**config.mk**
```make
export PLATFORM = sky130hd
export DESIGN_NAME = h_bridge_safe_reversal_controller_unit
export DESIGN_NICKNAME = d
export VERILOG_FILES = /design/src/hbsrc_pkg.sv /design/src/h_bridge_safe_reversal_controller_unit.sv
export SDC_FILE = /design/constraint.sdc
export NUM_CORES = 1
export LEC_CHECK = 0
export BUFFER_PORTS_ARGS = -buffer_cell sky130_fd_sc_hd__buf_4
export CAP_MARGIN = 40
export CELL_PAD_IN_SITES_DETAIL_PLACEMENT = 0
export CELL_PAD_IN_SITES_GLOBAL_PLACEMENT = 1
export CORE_MARGIN = 5
export CORE_UTILIZATION = 54
export CTS_CLUSTER_SIZE = 30
export DETAILED_ROUTE_END_ITERATION = 8
export GPL_TIMING_DRIVEN = 0
export PLACE_DENSITY_LB_ADDON = 0.1
export SLEW_MARGIN = 20
export SYNTH_ARGS = -nofsm -noshare
export SYNTH_HDL_FRONTEND = slang
export SYNTH_SLANG_ARGS = --single-unit
export TNS_END_PERCENT = 1
```
**constraint.sdc**
```tcl
create_clock -name clock -period 16.1 [get_ports clock]
set_input_delay 1.61 -clock clock [delete_from_list [all_inputs] [get_ports clock]]
set_output_delay 1.61 -clock clock [all_outputs]
set_load 0.02 [all_outputs]
```
**src/hbsrc_pkg.sv**
```systemverilog
// Package: payload types, sequencer states and constants of the H-bridge controller.
package hbsrc_pkg;

   localparam int SAMPLE_MAX_DEFAULT = 4095;
   localparam int DUTY_BITS_DEFAULT  = 8;

   localparam int PCT_SCALE  = 100;

   localparam logic DIR_RIGHT = 1'b0;
   localparam logic DIR_LEFT  = 1'b1;

   localparam logic CSR_DEAD_TICKS = 1'b0;
   localparam logic CSR_PWM_MAX    = 1'b1;

   localparam logic [7:0] DEAD_TICKS_RESET = 8'd15;
   localparam logic [7:0] PWM_MAX_RESET    = 8'd255;

   typedef struct packed {
      logic        right_button;
      logic        left_button;
      logic [11:0] speed_sample;
   } req_payload_type;

   typedef struct packed {
      logic       high_side_left;
      logic       high_side_right;
      logic [7:0] duty_left;
      logic [7:0] duty_right;
      logic       led_right;
      logic       led_red;
      logic [6:0] speed_percent;
      logic       reversing;
   } rsp_payload_type;

   typedef enum logic [1:0] {
      ST_IDLE,
      ST_PCT,
      ST_MUL,
      ST_OUT
   } hbsrc_state_type;

endpackage

```
**src/h_bridge_safe_reversal_controller_unit.sv**
```systemverilog
// H-bridge direction controller with dead time on reversal, one tick per word.
// An accepted req word is registered, then makes three passes through the shared
// multiplier (percent, duty product, duty scale) before its rsp word is registered;
// req_ready stays low until then, so only one word is in flight at a time.
// A stalled rsp word holds the sequencer in its output step until taken.
// Reset (synchronous, active high): no rsp word valid, direction right, no dead time.
module h_bridge_safe_reversal_controller_unit #(
   parameter int SAMPLE_MAX = hbsrc_pkg::SAMPLE_MAX_DEFAULT,
   parameter int DUTY_BITS  = hbsrc_pkg::DUTY_BITS_DEFAULT
) (
   input  logic                       clock,
   input  logic                       reset,
   input  logic                       req_valid,
   output logic                       req_ready,
   input  hbsrc_pkg::req_payload_type req_payload,
   output logic                       rsp_valid,
   input  logic                       rsp_ready,
   output hbsrc_pkg::rsp_payload_type rsp_payload,
   input  logic                       csr_we,
   input  logic                       csr_index,
   input  logic [7:0]                 csr_wdata
);

   // Reciprocal scaling: x / d equals (x * ceil(2^k / d)) >> k for every x below n
   // as long as 2^k >= n * d, so each division is one multiply and a fixed shift.
   localparam longint PCT_SPAN   = longint'(hbsrc_pkg::PCT_SCALE * SAMPLE_MAX + 1);
   localparam int     PCT_SHIFT  = $clog2(PCT_SPAN * longint'(SAMPLE_MAX));
   localparam longint PCT_RECIP  =
      ((longint'(1) << PCT_SHIFT) + longint'(SAMPLE_MAX - 1)) / longint'(SAMPLE_MAX);
   // duty dividend: percent times the largest pwm_max
   localparam longint DUTY_SPAN  = longint'(hbsrc_pkg::PCT_SCALE * 255 + 1);
   localparam int     DUTY_SHIFT = $clog2(DUTY_SPAN * longint'(hbsrc_pkg::PCT_SCALE));
   localparam longint DUTY_RECIP =
      ((longint'(1) << DUTY_SHIFT) + longint'(hbsrc_pkg::PCT_SCALE - 1))
      / longint'(hbsrc_pkg::PCT_SCALE);

   // Shared multiplier operand widths
   localparam int SCALED_W = $clog2(PCT_SPAN);
   localparam int PROD_W   = $clog2(DUTY_SPAN);
   localparam int OPA_W    = (SCALED_W > PROD_W) ? SCALED_W : PROD_W;
   localparam int RPCT_W   = $clog2(PCT_RECIP + 1);
   localparam int RDUTY_W  = $clog2(DUTY_RECIP + 1);
   localparam int OPB_W    = (RPCT_W > RDUTY_W) ? RPCT_W : RDUTY_W;
   localparam int MUL_W    = OPA_W + OPB_W;

   localparam logic [OPA_W-1:0] SMAX_EXT     = OPA_W'(SAMPLE_MAX);
   localparam logic [OPB_W-1:0] PCT_RECIP_B  = OPB_W'(PCT_RECIP);
   localparam logic [OPB_W-1:0] DUTY_RECIP_B = OPB_W'(DUTY_RECIP);
   localparam logic [16:0]      DUTY_MAX     = 17'((1 << DUTY_BITS) - 1);

   // Configuration registers
   logic [7:0] dead_ticks_ff;
   logic [7:0] pwm_max_ff;

   // Control state of the reversal logic
   logic       prev_right_ff, prev_right_in;
   logic       prev_left_ff, prev_left_in;
   logic       committed_dir_ff, committed_dir_in;
   logic       requested_dir_ff, requested_dir_in;
   logic [7:0] dead_count_ff, dead_count_in;
   logic       off_ff, off_in;

   // Sequencer and shared multiplier
   hbsrc_pkg::hbsrc_state_type state_ff, state_in;
   logic [OPA_W-1:0] opnd_ff, opnd_in;
   logic [6:0]       pct_ff, pct_in;
   logic [OPB_W-1:0] mul_b;
   logic [MUL_W-1:0] mul_p;

   // Output register
   logic                       rsp_valid_ff, rsp_valid_in;
   hbsrc_pkg::rsp_payload_type rsp_payload_ff, rsp_payload_in;

   // Tick decision, taken from the incoming word and the control state
   logic       ctl_off;
   logic       ctl_committed;
   logic       ctl_requested;
   logic [7:0] ctl_dead;

   // Scaling values
   logic [OPA_W-1:0] sample_clamp;
   logic [OPA_W-1:0] sample_scaled;
   logic [6:0]       pct_q;
   logic [7:0]       duty_q;
   logic [7:0]       duty_sat;

   assign req_ready   = (state_ff == hbsrc_pkg::ST_IDLE);
   assign rsp_valid   = rsp_valid_ff;
   assign rsp_payload = rsp_payload_ff;

   // Configuration writes
   always_ff @(posedge clock) begin
      if (reset) begin
         dead_ticks_ff <= hbsrc_pkg::DEAD_TICKS_RESET;
         pwm_max_ff    <= hbsrc_pkg::PWM_MAX_RESET;
      end else if (csr_we) begin
         case (csr_index)
            hbsrc_pkg::CSR_DEAD_TICKS: dead_ticks_ff <= csr_wdata;
            hbsrc_pkg::CSR_PWM_MAX:    pwm_max_ff    <= csr_wdata;
            default: ;
         endcase
      end
   end

   // Reversal decision: a running dead time counts down and commits on its last
   // tick; otherwise a falling button edge requests a direction, left winning.
   always_comb begin
      ctl_off       = 1'b0;
      ctl_committed = committed_dir_ff;
      ctl_requested = requested_dir_ff;
      ctl_dead      = dead_count_ff;
      if (dead_count_ff != 8'd0) begin
         ctl_dead = dead_count_ff - 8'd1;
         if (ctl_dead == 8'd0) begin
            ctl_committed = requested_dir_ff;
         end else begin
            ctl_off = 1'b1;
         end
      end else begin
         if (prev_right_ff && !req_payload.right_button) begin
            ctl_requested = hbsrc_pkg::DIR_RIGHT;
         end
         if (prev_left_ff && !req_payload.left_button) begin
            ctl_requested = hbsrc_pkg::DIR_LEFT;
         end
         if (ctl_requested != committed_dir_ff) begin
            // a zero setting acts as a single dead tick
            ctl_dead = (dead_ticks_ff == 8'd0) ? 8'd1 : dead_ticks_ff;
            ctl_off  = 1'b1;
         end
      end
   end

   // Clamp the sample and scale by one hundred with shifts (64 + 32 + 4)
   always_comb begin
      sample_clamp  = OPA_W'(req_payload.speed_sample);
      if (sample_clamp > SMAX_EXT) begin
         sample_clamp = SMAX_EXT;
      end
      sample_scaled = (sample_clamp << 6) + (sample_clamp << 5) + (sample_clamp << 2);
   end

   // Shared multiplier: operand A is always the held operand, B follows the step
   always_comb begin
      case (state_ff)
         hbsrc_pkg::ST_PCT: mul_b = PCT_RECIP_B;
         hbsrc_pkg::ST_MUL: mul_b = OPB_W'(pwm_max_ff);
         default:           mul_b = DUTY_RECIP_B;
      endcase
   end

   assign mul_p    = {{OPB_W{1'b0}}, opnd_ff} * {{OPA_W{1'b0}}, mul_b};
   assign pct_q    = mul_p[PCT_SHIFT +: 7];
   assign duty_q   = mul_p[DUTY_SHIFT +: 8];
   assign duty_sat = ({9'd0, duty_q} > DUTY_MAX) ? DUTY_MAX[7:0] : duty_q;

   // Sequencer: next state, multiplier operands and the output word
   always_comb begin
      state_in         = state_ff;
      opnd_in          = opnd_ff;
      pct_in           = pct_ff;
      prev_right_in    = prev_right_ff;
      prev_left_in     = prev_left_ff;
      committed_dir_in = committed_dir_ff;
      requested_dir_in = requested_dir_ff;
      dead_count_in    = dead_count_ff;
      off_in           = off_ff;
      rsp_payload_in   = rsp_payload_ff;
      rsp_valid_in     = rsp_valid_ff;

      // drop the word once the consumer takes it
      if (rsp_ready) begin
         rsp_valid_in = 1'b0;
      end

      case (state_ff)
         hbsrc_pkg::ST_IDLE: begin
            if (req_valid) begin
               // advance the control state and hold the scaled sample
               prev_right_in    = req_payload.right_button;
               prev_left_in     = req_payload.left_button;
               committed_dir_in = ctl_committed;
               requested_dir_in = ctl_requested;
               dead_count_in    = ctl_dead;
               off_in           = ctl_off;
               opnd_in          = sample_scaled;
               state_in         = hbsrc_pkg::ST_PCT;
            end
         end
         hbsrc_pkg::ST_PCT: begin
            // percent = sample * 100 / SAMPLE_MAX
            pct_in   = pct_q;
            opnd_in  = OPA_W'(pct_q);
            state_in = hbsrc_pkg::ST_MUL;
         end
         hbsrc_pkg::ST_MUL: begin
            // hold percent * pwm_max for the final division by one hundred
            opnd_in  = OPA_W'(mul_p[PROD_W-1:0]);
            state_in = hbsrc_pkg::ST_OUT;
         end
         hbsrc_pkg::ST_OUT: begin
            if (!rsp_valid_ff || rsp_ready) begin
               rsp_payload_in = '0;
               if (!off_ff && duty_sat != 8'd0) begin
                  if (committed_dir_ff == hbsrc_pkg::DIR_RIGHT) begin
                     rsp_payload_in.high_side_left = 1'b1;
                     rsp_payload_in.duty_right     = duty_sat;
                  end else begin
                     rsp_payload_in.high_side_right = 1'b1;
                     rsp_payload_in.duty_left       = duty_sat;
                  end
               end
               rsp_payload_in.led_right     = (committed_dir_ff == hbsrc_pkg::DIR_RIGHT);
               rsp_payload_in.led_red       = (committed_dir_ff == hbsrc_pkg::DIR_LEFT);
               rsp_payload_in.speed_percent = pct_ff;
               rsp_payload_in.reversing     = off_ff;
               rsp_valid_in                 = 1'b1;
               state_in                     = hbsrc_pkg::ST_IDLE;
            end
         end
         default: begin
            state_in = hbsrc_pkg::ST_IDLE;
         end
      endcase
   end

   // State register
   always_ff @(posedge clock) begin
      if (reset) begin
         state_ff <= hbsrc_pkg::ST_IDLE;
      end else begin
         state_ff <= state_in;
      end
   end

   // Control registers
   always_ff @(posedge clock) begin
      if (reset) begin
         prev_right_ff    <= 1'b1;
         prev_left_ff     <= 1'b1;
         committed_dir_ff <= hbsrc_pkg::DIR_RIGHT;
         requested_dir_ff <= hbsrc_pkg::DIR_RIGHT;
         dead_count_ff    <= 8'd0;
         off_ff           <= 1'b0;
         rsp_valid_ff     <= 1'b0;
      end else begin
         prev_right_ff    <= prev_right_in;
         prev_left_ff     <= prev_left_in;
         committed_dir_ff <= committed_dir_in;
         requested_dir_ff <= requested_dir_in;
         dead_count_ff    <= dead_count_in;
         off_ff           <= off_in;
         rsp_valid_ff     <= rsp_valid_in;
      end
   end

   // Datapath registers
   always_ff @(posedge clock) begin
      opnd_ff        <= opnd_in;
      pct_ff         <= pct_in;
      rsp_payload_ff <= rsp_payload_in;
   end

endmodule

```
==> results <==
- The run finished with clean final reports.
- The kind of launch point of the worst setup path is a register.
- The register bit count reported by yosys is between 80 and 90.
- Buffers inserted to repair hold after CTS numbered 0.
- Dividing the synthesized area by the synthesized cell count gives roughly 9.3 um2.
- The gate count of the mapped netlist is 1400.
- At the worst endpoint, the required time is 16300 ps.
- sky130_fd_sc_hd__inv_1 is the most common cell in the netlist.
- After detailed routing, the number of remaining DRC violations is 0.
- The commonest cells after synthesis are sky130_fd_sc_hd__inv_1 (307), sky130_fd_sc_hd__fa_1 (183), sky130_fd_sc_hd__ha_1 (181).
- The number of nets in the layout is between 1500 and 2000.
- The pre-CTS setup slack is 7554 ps.
- The final worst clock skew is approximately 8.7 ps.
- The critical path is of the register to register type.
- On the critical path, the stage with the largest delay is an instance of sky130_fd_sc_hd__a21oi_2.
- After synthesis, the share of flip-flops with an asynchronous set or reset is 0%.
- The worst slew margin relative to its limit is 43.17%.
- The clock net in this run drives a total of 86 sinks.
- After the first detailed-routing iteration, the DRC count stood at 549.
- In this run the tool buffered the top-level ports with 57 buffer cells.
- In this design, the critical path's most frequently occurring cell is sky130_fd_sc_hd__fa_1.
- The chip height is approximately 170 um.
- The final hold slack is 424.4 ps.
- Sequential elements use between 10% and 20% of the synthesized area.
- Setup repair after global routing left no endpoint under its margin.
- The number of unique standard cell types used by synthesis is 67.
- The layout cell share with drive strength beyond 1 is around 7.0%.
- Setup violations remaining at the end of the flow were counted as 0.
- The overall track demand over capacity in global routing is 25.20%.
- The number of diodes is 0.
- After global routing the overflow that remains totals 0.
- The shortest clock period the worst path allows after layout is 8683 ps.
- In the finished design, the share of the clock period the worst path needs comes to approximately 54%.
- The worst hold-check path type is register to register.
- The number of I/O pins is 58.
- The clock latency reported for the late side of the worst-skew pair is around 360 ps.
- The cell type with the highest aggregate area in the netlist is sky130_fd_sc_hd__fa_1.
- In this run the biggest area consumer among cell types represents between 20 and 30% of the synthesized area.
- The post-detailed-route count of antenna-violating nets is 0.
- The critical-path maximum fanout is 10.
- The first-pass GRT wire length is around 53 mm.
- STA classifies the critical path endpoint as a register.
- In this run, synthesis inferred 54 flip-flops with an integrated enable.
- Summing all placed instances gives a cell area of approximately 14000 um2.
- The via count of the first global-routing pass is 10250.
- The count of pins over their slew limit came to 0.
- The largest net degree at the start of global routing is 28.
- TritonCTS created 9 clock buffers.
- The cell class contributing the biggest share of worst-path delay is adder cells.
- On the worst path, the slowest cell contributes a delay of about 650 ps.
- The initial cell density of the core is about 55%.
- For this run, the top clock speed supported by timing is 115.2 MHz.
- Data arrives at the worst endpoint at 8890 ps.
- The area of the die is about 27000 um2.
- Using the TritonRoute via totals, the vias-per-cell ratio works out to roughly 5.4.
- Wires add up to around 32 mm.
- Once layout is done, the placed cells without fillers occupy ~14000 um2.
- The slack of the critical path is ~7400 ps.
- Routability-driven placement finished with a final weighted congestion of ~0.85.
- For this run, the number of Yosys warnings is 0.
- Summing over every cut layer, the via total after detailed routing is ~9700.
- The area growth from synthesis to layout is 9.163%.
- The clock-pin transition on the worst setup and hold timing paths is 80 ps.
- The depth of the CTS H-tree is 3.
- For the pin with the worst max-slew slack, the measured transition is approximately 850 ps.
- The clock tree from TritonCTS is built.
- The area of the multi-input gates is 9445 um2.
- By area the synthesized netlist is led by sky130_fd_sc_hd__fa_1 (28%), sky130_fd_sc_hd__ha_1 (17%), sky130_fd_sc_hd__edfxtp_1 (12%), sky130_fd_sc_hd__inv_1 (8.8%), sky130_fd_sc_hd__dfxtp_1 (4.9%).
- Setup total negative slack on the finished layout was measured at 0 ps.
- The detailed-placement wirelength estimate is 26.48 mm.
- The core box area is 23610 um2.
- The number of antenna violations at the first check in global routing is 0.
- Across the whole layout, storage elements account for around 2300 um2.
- The tool flagged a number of max-cap violations equal to 0.
- The net count after synthesis is around 1800.
- Once the clock tree was built, the setup fixing pass inserted 0 buffers.
- The floorplan has between 50 and 60 rows.
- The first TritonRoute pass finished after 5 iterations.
- The cell area that synthesis handed to floorplanning was 13040 um2.
- The number of hold violations in the final report is 0.
- Once the clock tree was built, the resizer swapped 0 gates to a different size.
- The total buffers and inverters traversed by the critical path is 6.
- Clock tree synthesis selected as its root buffer the cell sky130_fd_sc_hd__clkbuf_16.
- The filler cell count in the final layout is approximately 2200.
- The longest clock path from root to sink contains 2 buffers.
- From left edge to right edge, the die measures 165.4 um.
- The routed wire length per instance is roughly 18 um.
- The most used flip-flop cell after synthesis is sky130_fd_sc_hd__edfxtp_1.
worst paths after layout:
check | cells past startpoint | from | slack (ps) | endpoint
setup reg to reg | 25 | state_ff[1] | 7420 | opnd_ff[3]
setup / recovery | 25 | state_ff[1] | 7420 | opnd_ff[3]
hold / removal | 0 | pct_ff[6] | 420 | rsp_payload[7]
hold reg to reg | 0 | pct_ff[6] | 420 | rsp_payload[7]
layer usage:
metal	vias to the layer above	wire length [um]	track usage, %
met1	4872	14190	34.46
met3	46	1423	2.829
met4	0	892	7.724
met5	-	0	0
li1	4581	-	-
met2	221	15590	42.37
sequential cells by signal, summed over array words and instances (netlist names):
name,flops
pwm_max_ff,8
requested_dir_ff,1
committed_dir_ff,1
prev_right_ff,1
pct_ff,7
off_ff,1
dead_count_ff,8
state_ff,2
dead_ticks_ff,8
prev_left_ff,1
opnd_ff,19
rsp_payload,28
rsp_valid,1
layout by cell type (no fill, tap or decap), types with 9 or more instances in the layout:
master                        n
sky130_fd_sc_hd__clkbuf_16    9
sky130_fd_sc_hd__nand2_1    137
sky130_fd_sc_hd__a211o_1     14
sky130_fd_sc_hd__nor2b_1     28
sky130_fd_sc_hd__dfxtp_1     32
sky130_fd_sc_hd__and2_1      58
sky130_fd_sc_hd__xor2_1      14
sky130_fd_sc_hd__clkbuf_1    47
sky130_fd_sc_hd__o21ai_0     30
sky130_fd_sc_hd__a21o_1      13
sky130_fd_sc_hd__edfxtp_1    54
sky130_fd_sc_hd__nor2_1      53
sky130_fd_sc_hd__buf_4       59
sky130_fd_sc_hd__a21oi_1     38
sky130_fd_sc_hd__xnor2_1     21
sky130_fd_sc_hd__inv_1      307
sky130_fd_sc_hd__and3_1      38
sky130_fd_sc_hd__nand2b_1    20
sky130_fd_sc_hd__ha_1       181
sky130_fd_sc_hd__fa_1       183
cells by family after synthesis:
| kind of cell | count (synthesis) | share of synthesized area (%) |
|---|---|---|
| buf+inv | 359 | 10.33 |
| xor+xnor | 36 | 2.476 |
| flops | 86 | 17.35 |
| compound gates | 161 | 8.501 |
| simple gates | 385 | 15.18 |
| fa+ha+maj | 364 | 45.46 |
| mux | 9 | 0.7005 |
per-stage QoR:
stage               utilization [%]  std cells
global placement              58.73       1776
floorplan                         -       1400
detailed placement            58.99       1780
global route                  60.29       1796
finish                        60.29       1796
CTS                           60.29       1796
final cells by class:
cell class	instances	share of cell area [%]
multi-input cells	955	66.35
clock inverters	7	0.5713
repair buffers	61	3.331
inverters	307	8.095
plain buffers	52	1.371
clock buffers	9	1.582
well taps	319	2.804
flip-flops and latches	86	15.89
Power is left out: the tool's default activity adds up to more than one toggle a clock period on the data nets, which glitch-free logic cannot reach.
